**config.mk**
```make
export PLATFORM = sky130hd
export DESIGN_NAME = block_padding_add_strip
export DESIGN_NICKNAME = d
export VERILOG_FILES = /design/src/bpas_pkg.sv /design/src/block_padding_add_strip.sv /design/src/bpas_ring.sv
export VERILOG_INCLUDE_DIRS = /design/src /design/src/src
export SDC_FILE = /design/constraint.sdc
export NUM_CORES = 1
export LEC_CHECK = 0
export ABC_AREA = 1
export ABC_CLOCK_PERIOD_IN_PS = 3300
export BUFFER_PORTS_ARGS = -buffer_cell sky130_fd_sc_hd__buf_4
export CAP_MARGIN = 20
export CORE_UTILIZATION = 55
export CTS_CLUSTER_DIAMETER = 100
export DETAILED_ROUTE_END_ITERATION = 12
export PLACE_DENSITY = 0.71
export SLEW_MARGIN = 10
export SYNTH_ARGS = -nofsm -noshare
export SYNTH_HDL_FRONTEND = slang
export SYNTH_HIERARCHICAL = 1
export SYNTH_SLANG_ARGS = --single-unit
```
**constraint.sdc**
```tcl
create_clock -name aclk -period 3.3 [get_ports aclk]
set_input_delay 0.66 -clock aclk [delete_from_list [all_inputs] [get_ports aclk]]
set_output_delay 0.66 -clock aclk [all_outputs]
set_load 0.01 [all_outputs]
```
**src/block_padding_add_strip_macros.svh**
```systemverilog
// Assertion macros for the block_padding_add_strip design.
// Included by the top level; no other dependencies.
`ifndef BLOCK_PADDING_ADD_STRIP_MACROS_SVH
`define BLOCK_PADDING_ADD_STRIP_MACROS_SVH

// Same-cycle implication under a synchronous active-low reset.
`define BPAS_ASSERT_NOW(label, clk, rstn, ante, cons) \
    label: assert property (@(posedge clk) disable iff (!(rstn)) (ante) |-> (cons)) \
        else $error("assertion failed");

// Next-cycle implication under a synchronous active-low reset.
`define BPAS_ASSERT_NEXT(label, clk, rstn, ante, cons) \
    label: assert property (@(posedge clk) disable iff (!(rstn)) (ante) |=> (cons)) \
        else $error("assertion failed");

`endif

```
**src/bpas_pkg.sv**
```systemverilog
// Shared types and constants for the block padding add/strip block.
// No dependencies; used by block_padding_add_strip.sv and the bench.
`timescale 1ns / 1ps

package bpas_pkg;

    localparam int RING_DEPTH_DEF = 64;
    localparam int RUN_W          = 7;
    localparam int CFG_W          = 6;
    localparam logic [CFG_W-1:0] BLOCK_SIZE_RESET = 6'd16;
    localparam logic [RUN_W-1:0] RUN_MAX = 7'd127;

    // Configuration register indexes
    localparam logic CFG_STRIP_MODE = 1'b0;
    localparam logic CFG_BLOCK_SIZE = 1'b1;

    typedef struct packed {
        logic [7:0] in_byte;
        logic       byte_present;
        logic       end_of_message;
    } in_item_t;

    typedef struct packed {
        logic [7:0] out_byte;
        logic       out_present;
        logic       final_item;
        logic       pad_error;
    } out_item_t;

    typedef enum logic [8:0] {
        S_IDLE = 9'b000000001,
        S_BYTE = 9'b000000010,
        S_FWD  = 9'b000000100,
        S_WR   = 9'b000001000,
        S_END  = 9'b000010000,
        S_PAD  = 9'b000100000,
        S_RD   = 9'b001000000,
        S_DRN  = 9'b010000000,
        S_STAT = 9'b100000000
    } state_t;

endpackage

```
**src/block_padding_add_strip.sv**
```systemverilog
// PKCS#7 style padding: append in pad mode, check and strip in strip mode.
// Depends on bpas_pkg, bpas_ring and block_padding_add_strip_macros.svh.
//
//  channel | ports                        | moves
//  --------+------------------------------+----------------------------------
//  input   | s_valid s_ready s_item       | one byte and/or end marker
//  result  | m_valid m_ready m_item       | one byte or one strip status
//  config  | cfg_we cfg_index cfg_wdata   | register write, no handshake
//
// Steps: pad-mode bytes pass S_IDLE, S_BYTE; strip-mode bytes S_IDLE, S_BYTE,
// S_WR, with S_FWD (ring read, registered data) first when the oldest held
// byte is forwarded. At the end: pad mode runs S_END, then S_PAD per pad byte;
// strip S_END, then S_RD and S_DRN (read, emit) per data byte, then S_STAT.
// Reset (aresetn low, synchronous) clears control state; the ring has no
// reset and needs no clearing pass. An input holding register takes the next
// transaction while the current one works; a stalled result stalls the FSM.
`timescale 1ns / 1ps
`include "block_padding_add_strip_macros.svh"

module block_padding_add_strip #(
    parameter int RING_DEPTH = bpas_pkg::RING_DEPTH_DEF
) (
    input  logic                         aclk,
    input  logic                         aresetn,
    input  logic                         s_valid,
    output logic                         s_ready,
    input  bpas_pkg::in_item_t           s_item,
    output logic                         m_valid,
    input  logic                         m_ready,
    output bpas_pkg::out_item_t          m_item,
    input  logic                         cfg_we,
    input  logic                         cfg_index,
    input  logic [bpas_pkg::CFG_W-1:0]   cfg_wdata
);

    localparam int HEAD_W = $clog2(RING_DEPTH);
    localparam int FILL_W = $clog2(RING_DEPTH + 1);
    localparam int CALC_W = FILL_W + 1;
    localparam logic [FILL_W-1:0] BS_MAX = FILL_W'(RING_DEPTH);
    localparam logic [HEAD_W-1:0] HEAD_LAST = HEAD_W'(RING_DEPTH - 1);

    // Control state
    bpas_pkg::state_t             state_reg, state_next;
    logic                         hold_valid_reg, hold_valid_next;
    logic                         m_valid_reg, m_valid_next;
    logic [HEAD_W-1:0]            head_reg, head_next;
    logic [FILL_W-1:0]            fill_reg, fill_next;
    logic [FILL_W-1:0]            pos_reg, pos_next;
    logic [bpas_pkg::RUN_W-1:0]   run_reg, run_next;
    logic [7:0]                   prev_reg, prev_next;
    logic                         strip_mode_reg, strip_mode_next;
    logic [bpas_pkg::CFG_W-1:0]   block_size_reg, block_size_next;

    // Payload and work registers
    bpas_pkg::in_item_t           hold_item_reg, hold_item_next;
    bpas_pkg::in_item_t           cur_item_reg, cur_item_next;
    bpas_pkg::out_item_t          m_item_reg, m_item_next;
    logic [FILL_W-1:0]            cnt_reg, cnt_next;
    logic [HEAD_W-1:0]            idx_reg, idx_next;
    logic [7:0]                   pad_val_reg, pad_val_next;
    logic                         err_reg, err_next;

    // Ring port
    logic                         ring_rd_en;
    logic [HEAD_W-1:0]            ring_rd_addr;
    logic [7:0]                   ring_rd_data;
    logic                         ring_wr_en;

    logic [FILL_W-1:0]            bs_eff;
    logic [CALC_W-1:0]            oldest_calc;
    logic [HEAD_W-1:0]            oldest;
    logic                         push_ok;
    logic                         strip_ok;
    logic [FILL_W-1:0]            pos_inc;
    logic [FILL_W-1:0]            pad_n;

    bpas_ring #(
        .DEPTH(RING_DEPTH)
    ) u_ring (
        .aclk   (aclk),
        .rd_en  (ring_rd_en),
        .rd_addr(ring_rd_addr),
        .rd_data(ring_rd_data),
        .wr_en  (ring_wr_en),
        .wr_addr(head_reg),
        .wr_data(cur_item_reg.in_byte)
    );

    // Effective block size: zero acts as one, clamp to the ring depth.
    always_comb begin
        if (block_size_reg == '0) begin
            bs_eff = FILL_W'(1);
        end else if (int'(block_size_reg) > RING_DEPTH) begin
            bs_eff = BS_MAX;
        end else begin
            bs_eff = FILL_W'(block_size_reg);
        end
    end

    // Oldest held entry: (head - fill) mod depth, with fill never above depth.
    always_comb begin
        oldest_calc = CALC_W'(head_reg) + CALC_W'(RING_DEPTH) - CALC_W'(fill_reg);
        if (oldest_calc >= CALC_W'(RING_DEPTH)) begin
            oldest_calc = oldest_calc - CALC_W'(RING_DEPTH);
        end
        oldest = oldest_calc[HEAD_W-1:0];
    end

    assign pos_inc = (pos_reg + FILL_W'(1) == bs_eff) ? '0 : pos_reg + FILL_W'(1);
    assign pad_n   = bs_eff - pos_reg;

    // Padding is good only on a nonzero whole number of blocks whose last
    // byte p lies in 1..bs and ends a run of at least p equal bytes.
    assign strip_ok = (fill_reg != '0) && (pos_reg == '0) && (prev_reg != 8'd0) &&
                      (prev_reg <= 8'(bs_eff)) && (8'(run_reg) >= prev_reg) &&
                      (8'(fill_reg) >= prev_reg);

    // The result register may take a new transaction when empty or draining.
    assign push_ok = !m_valid_reg || m_ready;

    assign s_ready = !hold_valid_reg;
    assign m_valid = m_valid_reg;
    assign m_item  = m_item_reg;

    always_comb begin
        state_next      = state_reg;
        hold_valid_next = hold_valid_reg;
        hold_item_next  = hold_item_reg;
        cur_item_next   = cur_item_reg;
        m_valid_next    = m_valid_reg;
        m_item_next     = m_item_reg;
        head_next       = head_reg;
        fill_next       = fill_reg;
        pos_next        = pos_reg;
        run_next        = run_reg;
        prev_next       = prev_reg;
        cnt_next        = cnt_reg;
        idx_next        = idx_reg;
        pad_val_next    = pad_val_reg;
        err_next        = err_reg;
        strip_mode_next = strip_mode_reg;
        block_size_next = block_size_reg;
        ring_rd_en      = 1'b0;
        ring_rd_addr    = oldest;
        ring_wr_en      = 1'b0;

        // Drop the result once taken; a push below overrides this.
        if (m_valid_reg && m_ready) begin
            m_valid_next = 1'b0;
        end

        // Hold an incoming transaction until the FSM picks it up.
        if (s_valid && s_ready) begin
            hold_valid_next = 1'b1;
            hold_item_next  = s_item;
        end

        unique case (state_reg)
            bpas_pkg::S_IDLE: begin
                if (hold_valid_reg) begin
                    cur_item_next   = hold_item_reg;
                    hold_valid_next = 1'b0;
                    state_next      = bpas_pkg::S_BYTE;
                end
            end
            bpas_pkg::S_BYTE: begin
                if (!cur_item_reg.byte_present) begin
                    state_next = cur_item_reg.end_of_message ? bpas_pkg::S_END
                                                             : bpas_pkg::S_IDLE;
                end else if (!strip_mode_reg) begin
                    // Pad mode: pass the byte straight through.
                    if (push_ok) begin
                        m_valid_next = 1'b1;
                        m_item_next  = '{out_byte: cur_item_reg.in_byte, out_present: 1'b1,
                                         final_item: 1'b0, pad_error: 1'b0};
                        pos_next     = pos_inc;
                        state_next   = cur_item_reg.end_of_message ? bpas_pkg::S_END
                                                                   : bpas_pkg::S_IDLE;
                    end
                end else if (fill_reg >= bs_eff) begin
                    // Ring is full for this block size: fetch the oldest byte.
                    ring_rd_en   = 1'b1;
                    ring_rd_addr = oldest;
                    state_next   = bpas_pkg::S_FWD;
                end else begin
                    state_next = bpas_pkg::S_WR;
                end
            end
            bpas_pkg::S_FWD: begin
                if (push_ok) begin
                    m_valid_next = 1'b1;
                    m_item_next  = '{out_byte: ring_rd_data, out_present: 1'b1,
                                     final_item: 1'b0, pad_error: 1'b0};
                    fill_next    = bs_eff - FILL_W'(1);
                    state_next   = bpas_pkg::S_WR;
                end
            end
            bpas_pkg::S_WR: begin
                // Write the new byte only after any read of the same entry.
                ring_wr_en = 1'b1;
                if (fill_reg == '0 || cur_item_reg.in_byte != prev_reg) begin
                    run_next = bpas_pkg::RUN_W'(1);
                end else if (run_reg < bpas_pkg::RUN_MAX) begin
                    run_next = run_reg + bpas_pkg::RUN_W'(1);
                end
                prev_next  = cur_item_reg.in_byte;
                head_next  = (head_reg == HEAD_LAST) ? '0 : head_reg + HEAD_W'(1);
                fill_next  = fill_reg + FILL_W'(1);
                pos_next   = pos_inc;
                state_next = cur_item_reg.end_of_message ? bpas_pkg::S_END
                                                         : bpas_pkg::S_IDLE;
            end
            bpas_pkg::S_END: begin
                if (!strip_mode_reg) begin
                    cnt_next     = pad_n;
                    pad_val_next = 8'(pad_n);
                    state_next   = bpas_pkg::S_PAD;
                end else begin
                    err_next = !strip_ok;
                    cnt_next = fill_reg - prev_reg[FILL_W-1:0];
                    idx_next = oldest;
                    if (strip_ok && (8'(fill_reg) != prev_reg)) begin
                        state_next = bpas_pkg::S_RD;
                    end else begin
                        state_next = bpas_pkg::S_STAT;
                    end
                end
            end
            bpas_pkg::S_PAD: begin
                if (push_ok) begin
                    m_valid_next = 1'b1;
                    m_item_next  = '{out_byte: pad_val_reg, out_present: 1'b1,
                                     final_item: (cnt_reg == FILL_W'(1)), pad_error: 1'b0};
                    cnt_next     = cnt_reg - FILL_W'(1);
                    if (cnt_reg == FILL_W'(1)) begin
                        head_next  = '0;
                        fill_next  = '0;
                        pos_next   = '0;
                        run_next   = '0;
                        prev_next  = '0;
                        state_next = bpas_pkg::S_IDLE;
                    end
                end
            end
            bpas_pkg::S_RD: begin
                ring_rd_en   = 1'b1;
                ring_rd_addr = idx_reg;
                idx_next     = (idx_reg == HEAD_LAST) ? '0 : idx_reg + HEAD_W'(1);
                cnt_next     = cnt_reg - FILL_W'(1);
                state_next   = bpas_pkg::S_DRN;
            end
            bpas_pkg::S_DRN: begin
                if (push_ok) begin
                    m_valid_next = 1'b1;
                    m_item_next  = '{out_byte: ring_rd_data, out_present: 1'b1,
                                     final_item: 1'b0, pad_error: 1'b0};
                    state_next   = (cnt_reg == '0) ? bpas_pkg::S_STAT : bpas_pkg::S_RD;
                end
            end
            bpas_pkg::S_STAT: begin
                if (push_ok) begin
                    m_valid_next = 1'b1;
                    m_item_next  = '{out_byte: 8'd0, out_present: 1'b0,
                                     final_item: 1'b1, pad_error: err_reg};
                    head_next    = '0;
                    fill_next    = '0;
                    pos_next     = '0;
                    run_next     = '0;
                    prev_next    = '0;
                    state_next   = bpas_pkg::S_IDLE;
                end
            end
            default: begin
                state_next = bpas_pkg::S_IDLE;
            end
        endcase

        // Any register write drops the message in progress.
        if (cfg_we) begin
            unique case (cfg_index)
                bpas_pkg::CFG_STRIP_MODE: strip_mode_next = cfg_wdata[0];
                bpas_pkg::CFG_BLOCK_SIZE: block_size_next = cfg_wdata;
                default: begin
                end
            endcase
            head_next = '0;
            fill_next = '0;
            pos_next  = '0;
            run_next  = '0;
            prev_next = '0;
        end
    end

    always_ff @(posedge aclk) begin
        if (!aresetn) begin
            state_reg      <= bpas_pkg::S_IDLE;
            hold_valid_reg <= 1'b0;
            m_valid_reg    <= 1'b0;
            head_reg       <= '0;
            fill_reg       <= '0;
            pos_reg        <= '0;
            run_reg        <= '0;
            prev_reg       <= '0;
            strip_mode_reg <= 1'b0;
            block_size_reg <= bpas_pkg::BLOCK_SIZE_RESET;
        end else begin
            state_reg      <= state_next;
            hold_valid_reg <= hold_valid_next;
            m_valid_reg    <= m_valid_next;
            head_reg       <= head_next;
            fill_reg       <= fill_next;
            pos_reg        <= pos_next;
            run_reg        <= run_next;
            prev_reg       <= prev_next;
            strip_mode_reg <= strip_mode_next;
            block_size_reg <= block_size_next;
        end
    end

    always_ff @(posedge aclk) begin
        hold_item_reg <= hold_item_next;
        cur_item_reg  <= cur_item_next;
        m_item_reg    <= m_item_next;
        cnt_reg       <= cnt_next;
        idx_reg       <= idx_next;
        pad_val_reg   <= pad_val_next;
        err_reg       <= err_next;
    end

    // The ring never holds more than one block.
    `BPAS_ASSERT_NOW(a_fill_le_bs, aclk, aresetn, 1'b1, fill_reg <= bs_eff)
    // Every ring read is consumed in the state that follows it.
    `BPAS_ASSERT_NEXT(a_rd_consumed, aclk, aresetn, ring_rd_en,
        state_reg == bpas_pkg::S_FWD || state_reg == bpas_pkg::S_DRN)
    // Read and write never target the ring in the same cycle.
    `BPAS_ASSERT_NOW(a_no_rw_overlap, aclk, aresetn, ring_rd_en, !ring_wr_en)
    // An error is flagged only on a final status transaction.
    `BPAS_ASSERT_NOW(a_err_on_status, aclk, aresetn, m_valid_reg && m_item_reg.pad_error,
        m_item_reg.final_item && !m_item_reg.out_present)

endmodule

```
**src/bpas_ring.sv**
```systemverilog
// Tail ring storage: one write port, one read port, registered read data.
// No package dependencies.
`timescale 1ns / 1ps

module bpas_ring #(
    parameter int DEPTH = 64
) (
    input  logic                     aclk,
    input  logic                     rd_en,
    input  logic [$clog2(DEPTH)-1:0] rd_addr,
    output logic [7:0]               rd_data,
    input  logic                     wr_en,
    input  logic [$clog2(DEPTH)-1:0] wr_addr,
    input  logic [7:0]               wr_data
);

    logic [7:0] mem [DEPTH];
    logic [7:0] rd_data_reg;

    // Read data holds until the next read is issued.
    always_ff @(posedge aclk) begin
        if (rd_en) begin
            rd_data_reg <= mem[rd_addr];
        end
        if (wr_en) begin
            mem[wr_addr] <= wr_data;
        end
    end

    assign rd_data = rd_data_reg;

endmodule

```
Yosys cells after proc, flatten, opt, wreduce, memory -nomap -nowiden
Memory sizes are Yosys's and may differ from the RTL's. A register that Yosys moved wholly into a read port is not among the register bits.
Index checks and enable logic that the tools add are counted.
- add/sub/neg operators: 12
- $mul: 0
- div/mod/pow operators: 0
- magnitude comparators: 6
- equality and inequality tests: 28
- shift-type cells: 0
- mux-type cells: 68
- bitwise operators: 3
- reductions and logical operators: 41
- operators with widths (cell ; count):
    9-bit two-way mux ; 12
    7-bit two-way mux ; 12
    9-bit case mux with 9 select lines ; 1
    11-bit two-way mux ; 6
    7-bit case mux with 4 select lines ; 2
    6-bit two-way mux ; 9
    11-bit case mux with 4 select lines ; 1
    7-bit case mux with 3 select lines ; 2
    8-bit two-way mux ; 3
    8-bit case mux with 3 select lines ; 1
    7-bit by 1-bit adder with 7-bit output, second input constant ; 3
    7-bit logical NOT ; 3
    7-bit AND reduction ; 3
    2-bit inequality test, second input constant ; 10
    6-bit case mux with 3 select lines ; 1
    7-bit by 8-bit greater-or-equal comparator with 1-bit output ; 2
    2-bit AND reduction ; 7
    7-bit by 1-bit subtractor with 7-bit output, second input constant ; 2
    7-bit subtractor ; 2
    1-bit two-way mux ; 13
    6-bit by 1-bit adder with 6-bit output, second input constant ; 2
    6-bit equality test, second input constant ; 2
    6-bit case mux with 2 select lines ; 1
    4-bit nonzero test ; 3
    39 further kinds ; 55
- flip-flop bits (word level): 105
- bits in latches: 0
- RAM bits: 512
- memory bits (read-only): 0
- bits of input ports: 22
- output and inout port bits: 13
- logic and storage cells: 183
- memories: 1
- memory list (memory ; depth ; width ; read ports ; clocked after memory_dff ; write ports ; RTL line ; text):
    u_ring.mem ; 64 ; 8 ; 1 ; 1 ; 1 ; bpas_ring.sv:17 ; logic [7:0] mem [DEPTH];

Depth between registers and ports, before layout
- depth in word-level cells: 10
- mapped depth: 19
- mapped depth without buffers: 19

Cells and area by module
Netlist, hierarchy kept.
- modules (own cells, without submodules) (module ; instances ; cells an instance ; area each (um^2) ; sequential area each (um^2)):
    bpas_ring ; 1 ; 1806 ; 21425.5 ; 15615.0
    block_padding_add_strip ; 1 ; 864 ; 6638.9 ; 2622.5

Worst setup path after synthesis
No wires, ideal clock.
- kind: flip-flop to flip-flop
- start: reg state_reg[6]
- end: mem u_ring.mem[32][0] (enable)
- library setup time: 0.395 ns
- arrival time: 2.326 ns
- required time: 2.905 ns
- path slack: 0.579 ns
- stages on the path, launching flop included: 9
- buffers on the path: 1
- period minus slack after synthesis: 2.721 ns
- path through: dfxtp_1 nor2_2 nand2_2 nor2_2 nand3_4 inv_1 clkbuf_1 nand3_1 nor4_1
- longest elaborated chain between the ends: 4
- RTL lines (item ; RTL line ; text):
    start, declared ; block_padding_add_strip.sv:43 ; bpas_pkg::state_t state_reg, state_next;
    start signal, assigned ; block_padding_add_strip.sv:296 ; state_reg <= bpas_pkg::S_IDLE;
    start signal, assigned ; block_padding_add_strip.sv:307 ; state_reg <= state_next;
    9-bit by 4-bit equality test with 1-bit output ; block_padding_add_strip.sv:158 ; unique case (state_reg)
    1-bit two-way mux ; block_padding_add_strip.sv:158 ;
    net ring_wr_en ; block_padding_add_strip.sv:67 ; logic ring_wr_en;
    1-bit two-way mux ; bpas_ring.sv:25 ; if (wr_en) begin
    1-bit two-way mux (not written as such) ; bpas_ring.sv:26 ; mem[wr_addr] <= wr_data;
    end, declared ; bpas_ring.sv:17 ;
The timed path passes the listed nets, and every way through them passes these cells.

Worst setup path after layout
- start: reg state_reg[3]
- end: reg u_ring.rd_data_reg[3] (netlist: u_ring/rd_data[3]) (read register of u_ring.mem) (data pin)
- longest elaborated chain between the ends: 2
- elaborated cells on any way between the ends: 4
- classes of those cells: 2 x eq/ne; 2 x mux
- RTL lines (item ; RTL line ; text):
    9-bit by 7-bit equality test with 1-bit output ; block_padding_add_strip.sv:158 ;
    6-bit two-way mux ; n/a ;
    net ring_rd_addr[1] ; block_padding_add_strip.sv:65 ; logic [HEAD_W-1:0] ring_rd_addr;
    end, declared ; bpas_ring.sv:18 ; logic [7:0] rd_data_reg;
The timed path passes the listed nets, and every way through them passes these cells.
A chain may end at the register's enable or synchronous reset.

==> metrics.md <==
| Metric | Value |
|---|---|
| DRC errors left | `0` |
| Layout-stage area growth over the synthesis result | `11.1%` |
| Launching element type of the critical path | `flip-flop` |
| Final Hold Fails | `0` |
| Most used cells in the layout excluding fill and tap cells | `nand2_1 (825), edfxtp_1 (572), nand3_1 (480), nor2_1 (150), inv_1 (126)` |
| Sequential element share of the synthesized area | `65.0%` |
| Overall track demand over capacity in global routing | `27.7%` |
| Initial cell density of the core | `55.8%` |
| Fin. max-slew vios | `0` |
| Wire length of the first global-routing pass | `111000 um` |
| Total of max-cap violations | `0` |
| Non-filler cells, final | `3463` |
| Via total after detailed routing | `20300` |
| Critical Path End Type | `flip-flop` |
| Fillcell total | `4025` |
| Worst hold path type | `primary input to flip-flop` |
| Maximum buffer depth of the clock tree | `3` |
| Number of buffers created by CTS | `61` |
| Critical Path AT | `3.72 ns` |
| Pwr per Cell Area | `542 nW/um^2` |
| Remaining antenna violation count after routing | `0` |
| Clock tree from TritonCTS | `built` |
| Total number of H-tree levels | `2` |
| Worst path slowest cell | `dfxtp_1` |
| ANT cells | `0` |
| Later-pin clock latency in the skew report | `0.65 ns` |
| CP cell instances | `nor2_2, nand3_2, nor2_1, inv_1, buf_4, o21ai_4, clkinv_2, buf_12, nand3_1, nand3_1, nand2_1, nand2_1, nand3_1, nand3_1, nand2_1` |
| Final wirelength | `72000 um` |
| Core Footprint | `50300 sq um` |
| Delay of the slowest cell on the worst path | `0.35 ns` |
| I/O pin total | `35` |
| Synthesized flop and latch total | `625` |
| Worst max-slew margin expressed relative to the limit | `37.3%` |
| Largest net degree at the start of global routing | `71` |
| Clk sink count | `625` |
| Crit Path Class | `flip-flop to flip-flop` |
| Vertical extent of the die | `228 um` |
| Number of hold-repair buffers added at the cts stage | `0` |
| Most frequent cell on the critical path | `nand3_1` |
| Tmin final | `3.22 ns` |
| Total leakage power | `0.0117 uW` |
| Worst hold slack | `0.200 ns` |
| Dpl cells | `3349` |
| Port Buf Inserts | `34` |
| Final critical-path share of the clock period | `97.7%` |
| Area occupied by multi-input gates | `8460 sq um` |
| Post-DR vias/cell | `5.86` |
| Run status | `completed` |
| Yosys warns | `6` |
| Maximum vdd ir drop | `0.000550 V` |
| Average cell area after synthesis | `10.5 sq um` |
| Number of DRC markers in iteration 0 | `2319` |
| Actual transition at the worst max-transition pin | `0.937 ns` |
| Reg area | `18200 sq um` |
| Buffering stage count on the worst path with inverters included | `4` |
| Number of global-route vias before repair | `19500` |
| Largest register FFs | `512` |
| Final number of setup-violating endpoints | `0` |
| WL/cell | `20.8 um` |
| DPL Wire Length | `45200 um` |
| Final-stage net count | `2813` |
| DRT Pass-1 Iters | `5` |
| Die width | `228 um` |
| Clock tree root driver cell | `clkbuf_16` |
| Synth cell types | `49` |
| RePlAce Congestion | `0.941` |
| Summed instance area of the synthesized netlist | `28100 sq um` |
| Clock-pin slew on the worst setup and hold paths | `0.06 ns` |
| Total Die Area | `51900 sq um` |
| Peak fanout along the critical path | `32` |
| Required time reported for the critical path endpoint | `3.79 ns` |
| Most common library cell in the layout ignoring fill and taps | `nand2_1` |
| Cell type group with the largest total delay on the critical path | `simple AND/OR/NAND/NOR gates` |
| Synth Net Count | `2742` |
| Layout Skew | `0.0350 ns` |
| Initial antenna violation count | `0` |
| Row Count | `82` |
| Highest Clock Rate | `310 MHz` |
| Share of cells above drive strength 1 | `9.57%` |
| Gate count of the mapped netlist | `2670` |
| Leftover overflow at the end of global routing | `0` |
==> cell usage after synthesis (all sizes together) <==
master | count | share of area (%)
nand2 | 831 | 11
edfxtp | 572 | 61
nand3 | 485 | 8.8
nor2 | 160 | 2.3
inv | 136 | 1.8
buf | 103 | 2.8
o21ai | 67 | 1.2
a21oi | 66 | 1.2
dfxtp | 53 | 3.8
ha | 47 | 2.1
nand4 | 26 | 0.60
clkbuf | 24 | 0.32
xor2 | 22 | 0.69
a211oi | 13 | 0.35
nor3 | 10 | 0.20
nor4 | 9 | 0.20
o211ai | 6 | 0.16
a22oi | 5 | 0.13
or2 | 5 | 0.11
a31oi | 4 | 0.089
clkinv | 4 | 0.053
and2 | 3 | 0.067
fa | 3 | 0.21
xnor2 | 3 | 0.094
nand3b | 2 | 0.053
nor3b | 2 | 0.053
o21bai | 2 | 0.053
o22ai | 2 | 0.045
a21o | 1 | 0.027
a221oi | 1 | 0.031
and3 | 1 | 0.022
o311ai | 1 | 0.031
o31ai | 1 | 0.027
==> metrics by stage <==
stage / worst slack [ns] / util (%) / cell area, sq um / setup TNS [ns] / total power (uW)
final: 0.0769 / 62.0 / 31200 / 0 / 16900
after global placement: 0.0830 / 58.2 / 29300 / 0 / 10300
after floorplan: 0.579 / - / 28100 / 0 / 9840
after global routing: -0.000226 / 62.0 / 31200 / -0.000226 / 17400
after detailed placement: 0.0320 / 58.2 / 29300 / 0 / 10300
after CTS: 0.00735 / 62.0 / 31200 / 0 / 17000
==> logic make-up (layout without fill, tap and decap cells) <==
family | Yosys count | after routing | share of synthesized area, %
buffers and inverters | 267 | 388 | 5.02
AOI/OAI and AO/OA | 169 | 169 | 3.36
adders and majority gates | 50 | 50 | 2.31
and+or+nand+nor | 1534 | 1534 | 23.5
xor gates and xnor gates | 25 | 25 | 0.780
DFF | 625 | 625 | 65.0
==> worst register-to-register path, cell delays in order, from the launching register on <==
cell      delay [ns]
dfxtp_1         0.35
nor2_2          0.20
nand3_2         0.15
nor2_1          0.24
inv_1           0.17
buf_4           0.21
o21ai_4         0.27
clkinv_2        0.22
buf_12          0.22
nand3_1         0.18
nand3_1         0.11
nand2_1         0.11
nand2_1         0.06
nand3_1         0.15
nand3_1         0.29
nand2_1         0.16
==> timing repair <==
item | CTS | global route
buffers inserted | 0 | 1
resized for setup | 0 | 4
setup endpoints to repair | 0 | 9
==> power breakdown <==
group          switching (uW)  internal [uW]  total, uW
clock network            2980           3750       6730
logic                     843            247       1090
registers                64.2           9010       9070
total                    3890          13000      16900
==> path summary, 6_finish.rpt <==
kind                    startpoint                 to  slack (ns)  depth (start not counted)
hold reg to reg   hold_item_reg[3]    cur_item_reg[3]        0.42                          0
setup / recovery      state_reg[3]  u_ring/rd_data[3]        0.08                         15
setup reg to reg      state_reg[3]  u_ring/rd_data[3]        0.08                         15
hold / removal           s_item[8]   hold_item_reg[8]        0.20                          1
==> routing by layer <==
metal / up-vias / global-route usage (%) / wire [um]
met5: - / 0 / 0
met4: 0 / 8.87 / 2160
met3: 146 / 3.82 / 6020
met2: 933 / 44.4 / 34000
met1: 9834 / 39.3 / 29900
li1: 9387 / - / -
==> area by class of cell <==
class                      count  share of cell area [%]
clock buffer                  72                    5.09
clock inverter                41                    1.07
inverter                     140                    1.70
multi-input combinational   1778                    27.1
sequential                   625                    58.5
tap                          672                    2.70
timing repair buffer         135                    3.84
Power figures use the tool's default switching activity.
